### config.mk
export PLATFORM = sky130hd
export DESIGN_NAME = dma_tx_ring_segment_scheduler
export DESIGN_NICKNAME = d
export VERILOG_FILES = /design/src/rtl/core/dtrs_pkg.sv /design/src/rtl/core/dma_tx_ring_segment_scheduler.sv /design/src/rtl/core/dtrs_ram.sv /design/src/rtl/core/dtrs_ring.sv
export SDC_FILE = /design/constraint.sdc
export NUM_CORES = 1
export LEC_CHECK = 0
export BUFFER_PORTS_ARGS = -buffer_cell sky130_fd_sc_hd__buf_2
export CORE_MARGIN = 2
export CORE_UTILIZATION = 36
export CTS_CLUSTER_SIZE = 14
export DETAILED_ROUTE_END_ITERATION = 8
export PLACE_DENSITY = 0.51
export SYNTH_ARGS = -nofsm -noshare
export SYNTH_HDL_FRONTEND = slang
export SYNTH_HIERARCHICAL = 1
export SYNTH_SLANG_ARGS = --single-unit
### constraint.sdc
create_clock -name clock -period 10.2 [get_ports clock]
set_input_delay 3.06 -clock clock [delete_from_list [all_inputs] [get_ports clock]]
set_output_delay 3.06 -clock clock [all_outputs]
set_load 0.01 [all_outputs]
### src/rtl/core/dtrs_pkg.sv
// shared types and constants for the transmit ring segment scheduler
package dtrs_pkg;

   localparam int DATA_W     = 8;
   localparam int INDEX_W    = 7;
   localparam int LEN_W      = 7;
   localparam int SEG_LEN_W  = 8;
   localparam int READ_SPAN  = 128;

   typedef enum logic [1:0] {
      OP_WRITE   = 2'd0,
      OP_TX_DONE = 2'd1,
      OP_READ    = 2'd2
   } op_type;

   typedef struct packed {
      logic                  status;
      logic                  seg_start_valid;
      logic [INDEX_W-1:0]    seg_start;
      logic [SEG_LEN_W-1:0]  seg_length;
      logic [INDEX_W-1:0]    room;
   } result_type;

endpackage

### src/rtl/core/dma_tx_ring_segment_scheduler.sv
// top level: transmit ring buffer with dma segment scheduling
//
//  channel | direction | ports
//  req     | in        | req_valid, req_stall, req_op .. req_read_index
//  rsp     | out       | rsp_valid, rsp_stall, rsp_status .. rsp_room
//
//  write and transmit-done results go straight into the result register; read
//  results pass first through the registered read port of the byte ram
//  one request in flight; the next is taken once no read is pending and the result
//  register is free or is being drained in the same cycle
//  reset clears pointers and handshake state; the byte ram needs no clearing
//  rsp_stall holds the result register and stalls req after one result
module dma_tx_ring_segment_scheduler #(
   parameter int DEPTH = 128
) (
   input  logic                              clock,
   input  logic                              reset,
   input  logic                              req_valid,
   output logic                              req_stall,
   input  logic [1:0]                        req_op,
   input  logic [dtrs_pkg::DATA_W-1:0]       req_data_byte,
   input  logic                              req_first_of_frame,
   input  logic [dtrs_pkg::LEN_W-1:0]        req_frame_len,
   input  logic [dtrs_pkg::INDEX_W-1:0]      req_read_index,
   output logic                              rsp_valid,
   input  logic                              rsp_stall,
   output logic                              rsp_status,
   output logic                              rsp_seg_start_valid,
   output logic [dtrs_pkg::INDEX_W-1:0]      rsp_seg_start,
   output logic [dtrs_pkg::SEG_LEN_W-1:0]    rsp_seg_length,
   output logic [dtrs_pkg::DATA_W-1:0]       rsp_read_data,
   output logic [dtrs_pkg::INDEX_W-1:0]      rsp_room
);
   import dtrs_pkg::*;

   localparam int AW = $clog2(DEPTH);

   logic              fire;
   logic              is_read;
   result_type        res;
   logic              wr_en;
   logic [AW-1:0]     wr_addr;
   logic [DATA_W-1:0] wr_data;
   logic [DATA_W-1:0] ram_rdata;
   logic [AW-1:0]     idx_map [READ_SPAN];

   logic              rsp_valid_ff, rsp_valid_in;
   logic              rd_pend_ff, rd_pend_in;
   result_type        res_ff;
   logic [DATA_W-1:0] read_data_ff;

   // read index wrapped onto the ring
   for (genvar g = 0; g < READ_SPAN; g++) begin : g_idx
      assign idx_map[g] = AW'(g % DEPTH);
   end

   assign req_stall = rd_pend_ff | (rsp_valid_ff & rsp_stall);
   assign fire      = req_valid & ~req_stall;
   assign is_read   = (req_op == OP_READ);

   dtrs_ring #(.DEPTH(DEPTH)) u_ring (
      .clock          (clock),
      .reset          (reset),
      .fire           (fire),
      .op             (req_op),
      .data_byte      (req_data_byte),
      .first_of_frame (req_first_of_frame),
      .frame_len      (req_frame_len),
      .res            (res),
      .wr_en          (wr_en),
      .wr_addr        (wr_addr),
      .wr_data        (wr_data)
   );

   dtrs_ram #(.WIDTH(DATA_W), .DEPTH(DEPTH)) u_ram (
      .clock   (clock),
      .wr_en   (wr_en),
      .wr_addr (wr_addr),
      .wr_data (wr_data),
      .rd_en   (fire & is_read),
      .rd_addr (idx_map[req_read_index]),
      .rd_data (ram_rdata)
   );

   always_comb begin
      rd_pend_in   = fire & is_read;
      rsp_valid_in = rsp_valid_ff;
      if ((fire && !is_read) || rd_pend_ff) begin
         rsp_valid_in = 1'b1;
      end else if (!rsp_stall) begin
         rsp_valid_in = 1'b0;
      end
   end

   always_ff @(posedge clock) begin
      if (reset) begin
         rsp_valid_ff <= 1'b0;
         rd_pend_ff   <= 1'b0;
      end else begin
         rsp_valid_ff <= rsp_valid_in;
         rd_pend_ff   <= rd_pend_in;
      end
   end

   always_ff @(posedge clock) begin
      if (fire) begin
         res_ff       <= res;
         read_data_ff <= '0;
      end else if (rd_pend_ff) begin
         read_data_ff <= ram_rdata;
      end
   end

   assign rsp_valid           = rsp_valid_ff;
   assign rsp_status          = res_ff.status;
   assign rsp_seg_start_valid = res_ff.seg_start_valid;
   assign rsp_seg_start       = res_ff.seg_start;
   assign rsp_seg_length      = res_ff.seg_length;
   assign rsp_read_data       = read_data_ff;
   assign rsp_room            = res_ff.room;

   a_pend_empty: assert property (@(posedge clock) disable iff (reset)
      rd_pend_ff |-> !rsp_valid_ff)
      else $error("read pending while result register full");

   a_read_lat: assert property (@(posedge clock) disable iff (reset)
      (fire && is_read) |=> ##1 rsp_valid_ff)
      else $error("read result not presented after ram latency");

   a_seg_len: assert property (@(posedge clock) disable iff (reset)
      (rsp_valid_ff && res_ff.seg_start_valid) |-> (res_ff.seg_length != '0))
      else $error("started segment has zero length");

   a_free_take: assert property (@(posedge clock) disable iff (reset)
      (!rd_pend_ff && !rsp_valid_ff) |-> !req_stall)
      else $error("request stalled while block empty");

endmodule

### src/rtl/core/dtrs_ram.sv
// generic single-port-write, single-port-read ram with registered read data
module dtrs_ram #(
   parameter int WIDTH = 8,
   parameter int DEPTH = 128
) (
   input  logic                     clock,
   input  logic                     wr_en,
   input  logic [$clog2(DEPTH)-1:0] wr_addr,
   input  logic [WIDTH-1:0]         wr_data,
   input  logic                     rd_en,
   input  logic [$clog2(DEPTH)-1:0] rd_addr,
   output logic [WIDTH-1:0]         rd_data
);

   logic [WIDTH-1:0] mem_ff [DEPTH];
   logic [WIDTH-1:0] rd_data_ff;

   always_ff @(posedge clock) begin
      if (wr_en) begin
         mem_ff[wr_addr] <= wr_data;
      end
      if (rd_en) begin
         rd_data_ff <= mem_ff[rd_addr];
      end
   end

   assign rd_data = rd_data_ff;

endmodule

### src/rtl/core/dtrs_ring.sv
// ring pointers, frame admission and dma segment start logic
module dtrs_ring #(
   parameter int DEPTH = 128
) (
   input  logic                          clock,
   input  logic                          reset,
   input  logic                          fire,
   input  logic [1:0]                    op,
   input  logic [dtrs_pkg::DATA_W-1:0]   data_byte,
   input  logic                          first_of_frame,
   input  logic [dtrs_pkg::LEN_W-1:0]    frame_len,
   output dtrs_pkg::result_type          res,
   output logic                          wr_en,
   output logic [$clog2(DEPTH)-1:0]      wr_addr,
   output logic [dtrs_pkg::DATA_W-1:0]   wr_data
);
   import dtrs_pkg::*;

   localparam int AW = $clog2(DEPTH);
   localparam int SW = $clog2(DEPTH + 1);
   localparam int LW = (AW > LEN_W) ? AW : LEN_W;
   localparam int XW = AW + 2;
   localparam logic [AW-1:0] LAST    = AW'(DEPTH - 1);
   localparam logic [SW-1:0] DEPTH_S = SW'(DEPTH);
   localparam logic [XW-1:0] DEPTH_X = XW'(DEPTH);

   function automatic logic [AW-1:0] space_of(input logic [AW-1:0] w, input logic [AW-1:0] r);
      if (w >= r) begin
         return LAST - (w - r);
      end
      return r - w - AW'(1);
   endfunction

   function automatic logic [AW-1:0] next_ptr(input logic [AW-1:0] p);
      return (p == LAST) ? '0 : p + AW'(1);
   endfunction

   logic [AW-1:0]    write_ptr_ff, write_ptr_in;
   logic [AW-1:0]    read_ptr_ff, read_ptr_in;
   logic [AW-1:0]    fill_ptr_ff, fill_ptr_in;
   logic [SW-1:0]    active_len_ff, active_len_in;
   logic             dma_busy_ff, dma_busy_in;
   logic [LEN_W-1:0] bytes_left_ff, bytes_left_in;
   logic             dropping_ff, dropping_in;

   logic [AW-1:0]    space_cur;
   logic             store;
   logic             ts_req;
   logic             ts_busy;
   logic [SW-1:0]    size;
   logic [XW-1:0]    tail_sum;

   always_comb begin
      write_ptr_in  = write_ptr_ff;
      read_ptr_in   = read_ptr_ff;
      fill_ptr_in   = fill_ptr_ff;
      active_len_in = active_len_ff;
      dma_busy_in   = dma_busy_ff;
      bytes_left_in = bytes_left_ff;
      dropping_in   = dropping_ff;
      wr_addr       = fill_ptr_ff;
      wr_data       = data_byte;
      store         = 1'b0;
      ts_req        = 1'b0;
      ts_busy       = dma_busy_ff;
      size          = '0;
      res           = '0;
      space_cur     = space_of(write_ptr_ff, read_ptr_ff);
      tail_sum      = XW'(read_ptr_ff) + XW'(active_len_ff);

      if (fire) begin
         case (op_type'(op))
            OP_WRITE: begin
               if (first_of_frame) begin
                  bytes_left_in = '0;
                  dropping_in   = 1'b0;
                  if (frame_len != '0) begin
                     bytes_left_in = frame_len - LEN_W'(1);
                     if (LW'(space_cur) < LW'(frame_len)) begin
                        res.status  = 1'b1;
                        dropping_in = (frame_len != LEN_W'(1));
                     end else begin
                        store   = 1'b1;
                        wr_addr = write_ptr_ff;
                     end
                  end
               end else if (bytes_left_ff != '0) begin
                  bytes_left_in = bytes_left_ff - LEN_W'(1);
                  if (dropping_ff) begin
                     res.status  = 1'b1;
                     dropping_in = (bytes_left_ff != LEN_W'(1));
                  end else begin
                     store = 1'b1;
                  end
               end
               if (store) begin
                  fill_ptr_in = next_ptr(wr_addr);
                  if (bytes_left_in == '0) begin
                     write_ptr_in = fill_ptr_in;
                     ts_req       = 1'b1;
                  end
               end
            end
            OP_TX_DONE: begin
               read_ptr_in   = (tail_sum >= DEPTH_X) ? AW'(tail_sum - DEPTH_X) : AW'(tail_sum);
               active_len_in = '0;
               dma_busy_in   = 1'b0;
               ts_busy       = 1'b0;
               ts_req        = 1'b1;
            end
            default: begin
            end
         endcase
      end

      if (ts_req && !ts_busy && (write_ptr_in != read_ptr_in)) begin
         size = (write_ptr_in > read_ptr_in) ? SW'(write_ptr_in - read_ptr_in)
                                             : DEPTH_S - SW'(read_ptr_in);
         dma_busy_in         = 1'b1;
         active_len_in       = size;
         res.seg_start_valid = 1'b1;
         res.seg_start       = INDEX_W'(read_ptr_in);
         res.seg_length      = SEG_LEN_W'(size);
      end

      wr_en    = store;
      res.room = INDEX_W'(space_of(write_ptr_in, read_ptr_in));
   end

   always_ff @(posedge clock) begin
      if (reset) begin
         write_ptr_ff  <= '0;
         read_ptr_ff   <= '0;
         fill_ptr_ff   <= '0;
         active_len_ff <= '0;
         dma_busy_ff   <= 1'b0;
         bytes_left_ff <= '0;
         dropping_ff   <= 1'b0;
      end else begin
         write_ptr_ff  <= write_ptr_in;
         read_ptr_ff   <= read_ptr_in;
         fill_ptr_ff   <= fill_ptr_in;
         active_len_ff <= active_len_in;
         dma_busy_ff   <= dma_busy_in;
         bytes_left_ff <= bytes_left_in;
         dropping_ff   <= dropping_in;
      end
   end

   // idle dma has no outstanding segment
   a_idle_no_len: assert property (@(posedge clock) disable iff (reset)
      !dma_busy_ff |-> (active_len_ff == '0))
      else $error("active length set while dma idle");

   a_busy_has_len: assert property (@(posedge clock) disable iff (reset)
      dma_busy_ff |-> (active_len_ff != '0))
      else $error("dma busy with empty segment");

   a_drop_open: assert property (@(posedge clock) disable iff (reset)
      (bytes_left_ff == '0) |-> !dropping_ff)
      else $error("dropping with no open frame");

endmodule

After elaboration in Yosys (flattened, before gate mapping):

Memory sizes are Yosys's and may differ from the RTL's. A register that Yosys moved wholly into a read port is not among the register bits.
Cells that the tools add are included.

* bitwise gates (word level): 6
* reductions and logical operators: 17
* $add $sub $neg: 15
* equality and inequality tests: 7
* multiplexer cells: 63
* order comparisons: 6

Operators by type and width (number)
* $mux 7: 26
* $sub 7x1->7 const B: 5
* $mux 8: 4
* $mux 1: 31
* $sub 7x7->7: 4
* $mux 16: 1
* $ge 7x7->1: 2
* $ne 7x1->1 const B: 2
* $reduce_bool 7->1: 2
* $sub 7x7->7 const A: 2
* $add 7x8->9: 1
* $ge 9x8->1 const B: 1
* $ge 8x8->1 const B: 1
* $not 7->8: 1
* $sub 7x7->8: 1
* $sub 8x7->8 const A: 1
* $add 7x1->7 const B: 1
* $eq 7x7->1 const B: 1
* $gt 7x7->1: 1
* $logic_not 7->1: 1
* $lt 7x7->1: 1
* $ne 7x7->1: 1
* $reduce_and 3->1: 2
* $reduce_bool 2->1: 3
* 12 further kinds: 18

* memory bits (read-only): 896
* memories kept: 2
* logic and storage cells: 131
* memory bits (writable): 1024
* input bits: 29
* output and inout port bits: 34
* flip-flop bits (word level): 72

Memories
* u_ram.mem_ff: depth 128, width 8, rd ports 1, clocked after Yosys merged registers in 1, wr ports 1, line dtrs_ram.sv:15 `logic [WIDTH-1:0] mem_ff [DEPTH];`
* (no name shown): depth 128, width 7, rd ports 1, clocked after Yosys merged registers in 0, wr ports 0, line dma_tx_ring_segment_scheduler.sv:81 `.rd_addr (idx_map[req_read_index]),`

Depth between registers and ports, before layout:

Gate-level depths: netlist of the first run.

* depth after elaboration: 20
* mapped depth: 35
* gate-level depth less buffers: 32

Cells and area by module:

Netlist of the first run, hierarchy kept.

By module, submodules not included
* dtrs_ram: area each 39745.6 sq um, sequential area each 30989.7 sq um, cells an instance 1635, instances 1
* dtrs_ring: area each 3900.0 sq um, sequential area each 740.7 sq um, cells an instance 501, instances 1
* dma_tx_ring_segment_scheduler: area each 1103.6 sq um, sequential area each 920.9 sq um, cells an instance 60, instances 1

Worst setup path before layout of the first run:

No wires, ideal clock.

* kind: input port to flip-flop
* from: input port req_frame_len[1] (netlist bit)
* to: register res_ff (netlist bit rsp_seg_length[2]), data pin
* buffers on the path: 4
* setup time: 266 ps
* path slack: 2130 ps
* data arrival time: 7804 ps
* required time: 9934 ps
* stages: 26
* cell sequence: inv_1 ha_1 buf_4 or4b_4 nor2_2 nor2_1 nand2_1 clkbuf_1 o21ai_0 ha_1 clkbuf_1 inv_1 a221oi_4 nor3_1 a21oi_1 ha_1 fa_1 inv_1 a21oi_1 o21bai_1 nand2_1 a211oi_1 clkbuf_1 nor2_1 a21oi_1 nor2_1

* cells in the longest elaborated chain, start to end: 14

RTL lines
* start: declaration: line dma_tx_ring_segment_scheduler.sv:23 `input logic [dtrs_pkg::LEN_W-1:0] req_frame_len,`
* $lt 7x7->1: line dtrs_ring.sv:79 `if (LW'(space_cur) < LW'(frame_len)) begin`
* $mux 7: line dtrs_ring.sv:79
* $mux 7: line dtrs_ring.sv:77 `if (frame_len != '0) begin`
* $mux 7: line dtrs_ring.sv:74 `if (first_of_frame) begin`
* $mux 7: line dtrs_ring.sv:72 `case (op_type'(op))`
* $mux 7: line dtrs_ring.sv:71 `if (fire) begin`
* $add 7x1->7 / $eq 7x7->1 (equally long branches): line dtrs_ring.sv:35 `return (p == LAST) ? '0 : p + AW'(1);`
* $mux 7: line dtrs_ring.sv:35
* $mux 7: line dtrs_ring.sv:98 `if (bytes_left_in == '0) begin`
* $mux 7: line dtrs_ring.sv:96 `if (store) begin`
* $mux 7: line dtrs_ring.sv:72
* $mux 7: line dtrs_ring.sv:71
* $sub 7x7->8, or another cell as far along: line dtrs_ring.sv:117 `size = (write_ptr_in > read_ptr_in) ? SW'(write_ptr_in - read_ptr_in)`
* $mux 8 / $logic_and 1x1->1 (equally long branches): line dtrs_ring.sv:117, dtrs_ring.sv:116
* end signal: assignment: line dma_tx_ring_segment_scheduler.sv:107 `res_ff <= res;`
* end: declaration: line dma_tx_ring_segment_scheduler.sv:49 `result_type res_ff;`

Parallel ways exist; a longest one is shown, timed or not. The select of a mux whose other input is x is not followed.
A chain may end at the register's enable or synchronous reset.

Worst setup path in the final report of the first run:

* from: input port req_frame_len[6] (netlist bit)
* to: register u_ring.active_len_ff[3]

* cells in the longest elaborated chain, start to end: 16

RTL lines
* branches (longest 16 deep; another with $lt 7x7->1)
* end signal: assignment: line dtrs_ring.sv:143 `active_len_ff <= active_len_in;`
* end: declaration: line dtrs_ring.sv:41 `logic [SW-1:0] active_len_ff, active_len_in;`

Parallel ways; which one is timed is not known. The select of a mux whose other input is x is not followed.

==> results of run 1 <==
-- stage by stage --
stage | power (mW) | std cells | worst slack, ns | util (%)
3_5_place_dp | 5.55 | 3809 | 1.66 | 38.0
4_1_cts | 9.63 | 4022 | 2.38 | 40.9
2_1_floorplan | 5.37 | 2196 | 2.13 | -
3_3_place_gp | 5.54 | 3809 | 1.85 | 38.0
5_1_grt | 9.82 | 4022 | 1.82 | 40.9
6_report | 9.51 | 4024 | 2.26 | 41.0
-- synth_stat cells, drive strengths merged (2+ instances only) --
| cell | n | area (um2) |
|---|---|---|
| mux4 | 336 | 7570 |
| or3 | 5 | 31.3 |
| o21a | 3 | 22.5 |
| nor2b | 10 | 62.6 |
| nor3b | 3 | 27.5 |
| o32ai | 8 | 77.6 |
| and3 | 3 | 18.8 |
| mux2 | 13 | 146 |
| xnor2 | 25 | 219 |
| a21oi | 38 | 201 |
| or2 | 3 | 18.8 |
| nor4 | 4 | 31.3 |
| mux2i | 17 | 170 |
| o21ai | 20 | 123 |
| nand2b | 16 | 100 |
| nor2 | 194 | 738 |
| clkbuf | 60 | 225 |
| o21bai | 6 | 45.0 |
| and3b | 2 | 17.5 |
| and2 | 3 | 18.8 |
| a21o | 5 | 37.5 |
| ha | 39 | 488 |
| o31ai | 2 | 20.0 |
| o2111ai | 2 | 17.5 |
| nor3 | 30 | 175 |
| a31oi | 5 | 31.3 |
| fa | 4 | 80.1 |
| a211o | 2 | 17.5 |
| dfxtp | 47 | 941 |
| buf | 58 | 343 |
| nor4b | 2 | 17.5 |
| a311o | 3 | 30.0 |
| nand3 | 29 | 145 |
| nand3b | 5 | 37.5 |
| o211ai | 2 | 15.0 |
| o311ai | 3 | 26.3 |
| edfxtp | 1056 | 31700 |
| inv | 47 | 179 |
| a211oi | 11 | 92.6 |
| xor2 | 7 | 61.3 |
| nand4 | 8 | 56.3 |
| nand2 | 41 | 156 |
-- routing by layer --
| metal | vias to the layer above | wire [um] | GRT usage, % |
|---|---|---|---|
| met5 | - | 29 | 0 |
| met3 | 111 | 6210 | 2.77 |
| li1 | 9227 | - | - |
| met1 | 11731 | 47000 | 23.9 |
| met2 | 655 | 55100 | 29.1 |
| met4 | 4 | 1440 | 3.64 |
-- registers in the layout, indices dropped and copies added, names as in the netlist, 7 cells and up --
signal,cells
u_ram/mem_ff,1024
rsp_read_data,8
rsp_seg_length,8
u_ram/rd_data,8
rsp_room,7
rsp_seg_start,7
u_ring/active_len_ff,7
u_ring/bytes_left_ff,7
u_ring/fill_ptr_ff,7
u_ring/read_ptr_ff,7
u_ring/write_ptr_ff,7
-- power groups by stage --
stage	logic, mW	registers, mW	clock network, mW
floorplan	0.299	5.07	0
global placement	0.467	5.07	0
detailed placement	0.474	5.07	0
CTS	0.475	4.98	4.18
global route	0.495	4.97	4.35
finish	0.463	4.98	4.07
-- critical path: cells and delay by family --
family | cells | cell delay, ns
and+or+nand+nor | 7 | 1.48
muxes | 1 | 0.50
adders and majority gates | 3 | 1.10
buffers and inverters | 3 | 0.40
AOI/OAI and AO/OA | 6 | 1.93
-- cells by family (layout without fill, tap and decap cells) --
group / count (synthesis) / count (layout) / synth area share [%]
AND/OR/NAND/NOR: 362 / 362 / 3.78
adder cells (fa/ha/maj): 43 / 43 / 1.27
buffers and inverters: 166 / 355 / 1.68
XOR/XNOR: 32 / 32 / 0.626
other: 0 / 2 / 0
flip-flops: 1103 / 1103 / 73.0
multiplexers: 366 / 366 / 17.6
AO/OA/AOI/OAI: 124 / 124 / 2.06
-- final cells by class --
class	count	area (um2)
diodes	2	5.00
clock buffers	145	3030
clock inverters	68	632
fillers	10849	72900
inverters	48	183
multi-input cells	927	11400
flip-flops and latches	1103	32700
well taps	1637	2050
repair buffers	94	631
-- worst paths after layout --
path | slack, ns | end | cells after the start
setup / recovery | 2.26 | u_ring/active_len_ff[3] | 20
hold / removal | 0.50 | u_ring/dma_busy_ff | 2
hold reg to reg | 0.50 | u_ring/dma_busy_ff | 2
setup reg to reg | 2.98 | u_ring/active_len_ff[3] | 28
==> metrics.txt, run 1 <==
final period utilization 77.9%; Tot GR Track Use 17.3%; DR vias/cell 5.40; CP max FO 24; switching power 2.03 mW; clock sink total 1,103; Worst-path clk slew 0.07 ns; hpwl dp 67.2 mm; peak per-stage delay on the critical path 0.54 ns; fmax 0.126 GHz; Total Negative Setup Slacks 0 ns; antenna violations before repair 7; setup violators final 0; Syn Nets 2,268; Max-slew headroom 20.6%; Worst-Margin Slew 1.19 ns; Internal 7.48 mW; crit path from req_frame_len[6]; GP Congestion 0.797; post-synthesis instance total 2,196; CTS H-tree depth 3; GRT Residual Overflow 0; combinational share of power 4.9%; global-route wire length before repair 160 mm; # IOs 63; maxcap violations 0; vias in the first global route 22,414; CP max stage cell o21ai_0; Clk Latency, worst-skew pair 0.72 ns; Mean Syn Cell Area 20.4 um2; commonest non-fill, non-tap cell in the layout edfxtp_1; WP data arrival 8.49 ns; Pwr Density 188 nW/um2; RSZ-0062 raised after global routing no; EDFF count, synth 1,056; Netlist cell types 80; Slew Limit Fails 0; Fin Clk Skew 0.0439 ns; most frequent cells in the layout edfxtp_1 (1,056), mux4_2 (336), nor2_1 (192); Initial Util 36.2%; worst hold slack 0.495 ns; Setup CP Type input pin to register; Final #Nets 2,361; sequential power share 52.3%; CTS buffer count 115; Synth Warn # 6; drt drc 0; CTS max path bufs 3; register area share after synthesis 73.0%; fin area 50,600 um2; die width 357 um; Critical Path Start Type input pin; status finished, final reports clean; IO Port Bufs 62; Post-CTS Setup Inserts 0; Core Region 123,000 um2; Die H 357 um; worst vdd ir 0.135 mV; WL/cell 27.3 um; worst path required time 10.74 ns; worst hold start u_ring/dma_busy_ff; fin crit period 7.94 ns; R2R Path Start u_ring/write_ptr_ff[0]; DR vias 21,728; top_reg_cell synth edfxtp_1; total leakage power 15.7 nW; TritonRoute pass-1 iters 6; CTS tree done; Setup crit end kind register; clock share of power 42.8%; switching part of the total power 21.3%; Post-CTS Hold Buffers 0; post-route ant nets 0; die area 127,000 um2; # rows 129; Area after DPL 46,900 um2; crit path cell chain buf_2 > inv_1 > ha_1 > and4_1 > o21ai_1 > o221ai_1 > nand2_1 > o21ai_0 > ha_1 > inv_1 > a221oi_4 > nor2b_1 > mux2i_1 > ha_1 > nand4_1 > nor2_1 > or3_1 > o22a_2 > nand2_1 > o32ai_1; P&R area growth vs syn 13.0%; drt total wl 110 mm; Resize count post-CTS 0; largest net degree at the start of global routing 106; Final Hold Fails 0; Async S/R FF share, synth 0%; Initial DRC Count 2,274; Syn Std Cell Area 44,700 um2; CP dominant cell by count ha_1; ratio of cells with drive above 1 in the final layout 26.7%; root buffer cell clkbuf_16; Hold Crit Class register to register; Yosys reg bits 1,103
Power figures use the tool's default switching activity.
==> inputs of run 2 (changes only) <==
==> constraint.sdc (replaced) <==
create_clock -name clock -period 8 [get_ports clock]
set_input_delay 2.4 -clock clock [delete_from_list [all_inputs] [get_ports clock]]
set_output_delay 2.4 -clock clock [all_outputs]
set_load 0.01 [all_outputs]
==> run 2 against run 1 <==
Global-route usage fell by 0.070 points. Clock power rose by 23%. Count of clock-buffer cells in the layout rose by 5. Worst setup slack got worse by 1.3 ns. Die area did not move. Combinational power rose by 29%. First-iteration DRC count fell by 1.5%. Via count rose by 0.65%. Design area rose by 0.64%. Critical path type unchanged. Critical endpoint is now u_ring/active_len_ff[6].
==> metrics.txt, run 2 (synthesized netlist as in run 1, its figures left out) <==
Post-CTS Setup Inserts 0; setup violators final 0; Slew Limit Fails 0; post-route ant nets 0; final worst slack 0.995 ns; P&R area growth vs syn 13.7%; GP Congestion 0.810; CTS H-tree depth 3; Final Hold Fails 0; CTS tree done; worst path required time 8.54 ns; commonest non-fill, non-tap cell in the layout edfxtp_1; GRT Residual Overflow 0; RSZ-0062 raised after global routing no; CP max stage cell mux2i_1; Clk Latency, worst-skew pair 0.68 ns; final cell count without fillers 4,069; # IOs 63; Crit path max-delay family compound AO/OA/AOI/OAI gates; Worst-path clk slew 0.06 ns; Tot GR Track Use 17.3%; die area 127,000 um2; Storage cell area 32,700 um2; Area after DPL 47,400 um2; Hold Crit Class register to register; global-route wire length before repair 160 mm; CP max FO 24; met1 usage 24.1%; root buffer cell clkbuf_16; drt total wl 109 mm; Worst-Margin Slew 1.13 ns; # fillers 10,830; total leakage power 16.0 nW; maxcap violations 0; fin area 50,900 um2; fin crit period 7.00 ns; Final #Nets 2,416; most frequent cells in the layout edfxtp_1 (1,056), mux4_2 (336), nor2_1 (192); Core Region 123,000 um2; fmax 0.143 GHz; Critical Path Start Type input pin; TritonRoute pass-1 iters 5; peak per-stage delay on the critical path 0.51 ns; Fin Clk Skew 0.0176 ns; Buf/Inv on CP 4; WP data arrival 7.54 ns; Initial Util 36.2%; status finished, final reports clean; met2 usage in global routing 28.6%; worst hold slack 0.490 ns; Top reg by flops u_ram/mem_ff; vias in the first global route 22,504; final period utilization 87.6%; Total Negative Setup Slacks 0 ns; Max-slew headroom 24.6%; crit path cell chain buf_2 > inv_1 > ha_1 > and4_1 > o21ai_1 > o221ai_1 > nand2_1 > buf_4 > o21ai_0 > ha_1 > inv_1 > a221oi_4 > nor2b_1 > mux2i_1 > ha_1 > nand4_1 > nor2_1 > or3_1 > o22a_2 > nand2_1 > o32ai_1; Setup CP Type input pin to register; CTS buffer count 112; ratio of cells with drive above 1 in the final layout 28.0%; hpwl dp 68.9 mm; WL/cell 26.8 um; IO Port Bufs 62; DR vias 21,869; Resize count post-CTS 0; CTS max path bufs 3; DR vias/cell 5.37; Post-CTS Hold Buffers 0; die width 357 um; Setup crit end kind register; max reg flops 1,024; largest net degree at the start of global routing 97; post-place setup slack 0.373 ns; # rows 129; antenna violations before repair 7; clock sink total 1,103; CP dominant cell by count ha_1; Pwr Density 235 nW/um2; # placed instances 3,867; Initial DRC Count 2,240; GRT Max-Usage Layer met2; area of the multi-input gates 11,300 um2; post-layout total power 12.0 mW; GR Util met3 2.87%; worst vdd ir 0.162 mV; fin util 41.2%; drt drc 0; Die H 357 um
run 2: cell count changes in the layout (fill, tap and decap cells not counted), sizes merged:
cell | previous run | this run
clkbuf | 145 | 150
buf | 94 | 152
clkinvlp | 2 | 1
inv | 49 | 51
clkinv | 56 | 39
bufinv | 9 | 7
run 2: cell type report:
| class | instances | share of cell area, % |
|---|---|---|
| repair buffers | 152 | 2.27 |
| clock inverters | 50 | 0.892 |
| flip-flops and latches | 1103 | 64.2 |
| multi-input cells | 927 | 22.3 |
| well taps | 1637 | 4.02 |
| clock buffers | 150 | 5.99 |
| diodes | 2 | 0.00983 |
| inverters | 48 | 0.359 |
run 2: worst paths after layout:
check             cells after the start  slack (ns)              startpoint                      end
setup / recovery                     21         1.0        req_frame_len[5]  u_ring/active_len_ff[6]
setup reg to reg                     29        1.09  u_ring/write_ptr_ff[0]  u_ring/active_len_ff[6]
hold reg to reg                       2        0.49        u_ram/rd_data[4]         rsp_read_data[4]
hold / removal                        2        0.49        u_ram/rd_data[4]         rsp_read_data[4]
run 2: routing by layer:
layer,wire length [um],vias to the layer above
met5,38,-
met4,2030,6
met3,5190,136
met2,53800,554
met1,48100,11853
li1,-,9320
run 2: report_power, final:
| part | total [mW] | switching, mW | internal [mW] |
|---|---|---|---|
| sequential | 6.34 | 0.00811 | 6.34 |
| clock | 5.02 | 2.14 | 2.88 |
| combinational | 0.597 | 0.359 | 0.238 |
| total | 12.0 | 2.51 | 9.46 |
run 2: worst reg2reg max path, delay by kind of cell (launching register included):
kind / cells / cell delay, ns
AOI/OAI and AO/OA: 10 / 2.28
and+or+nand+nor: 7 / 1.14
DFF: 1 / 0.34
buffers and inverters: 5 / 0.65
xor gates and xnor gates: 1 / 0.13
adders and majority gates: 5 / 1.69
muxes: 1 / 0.51
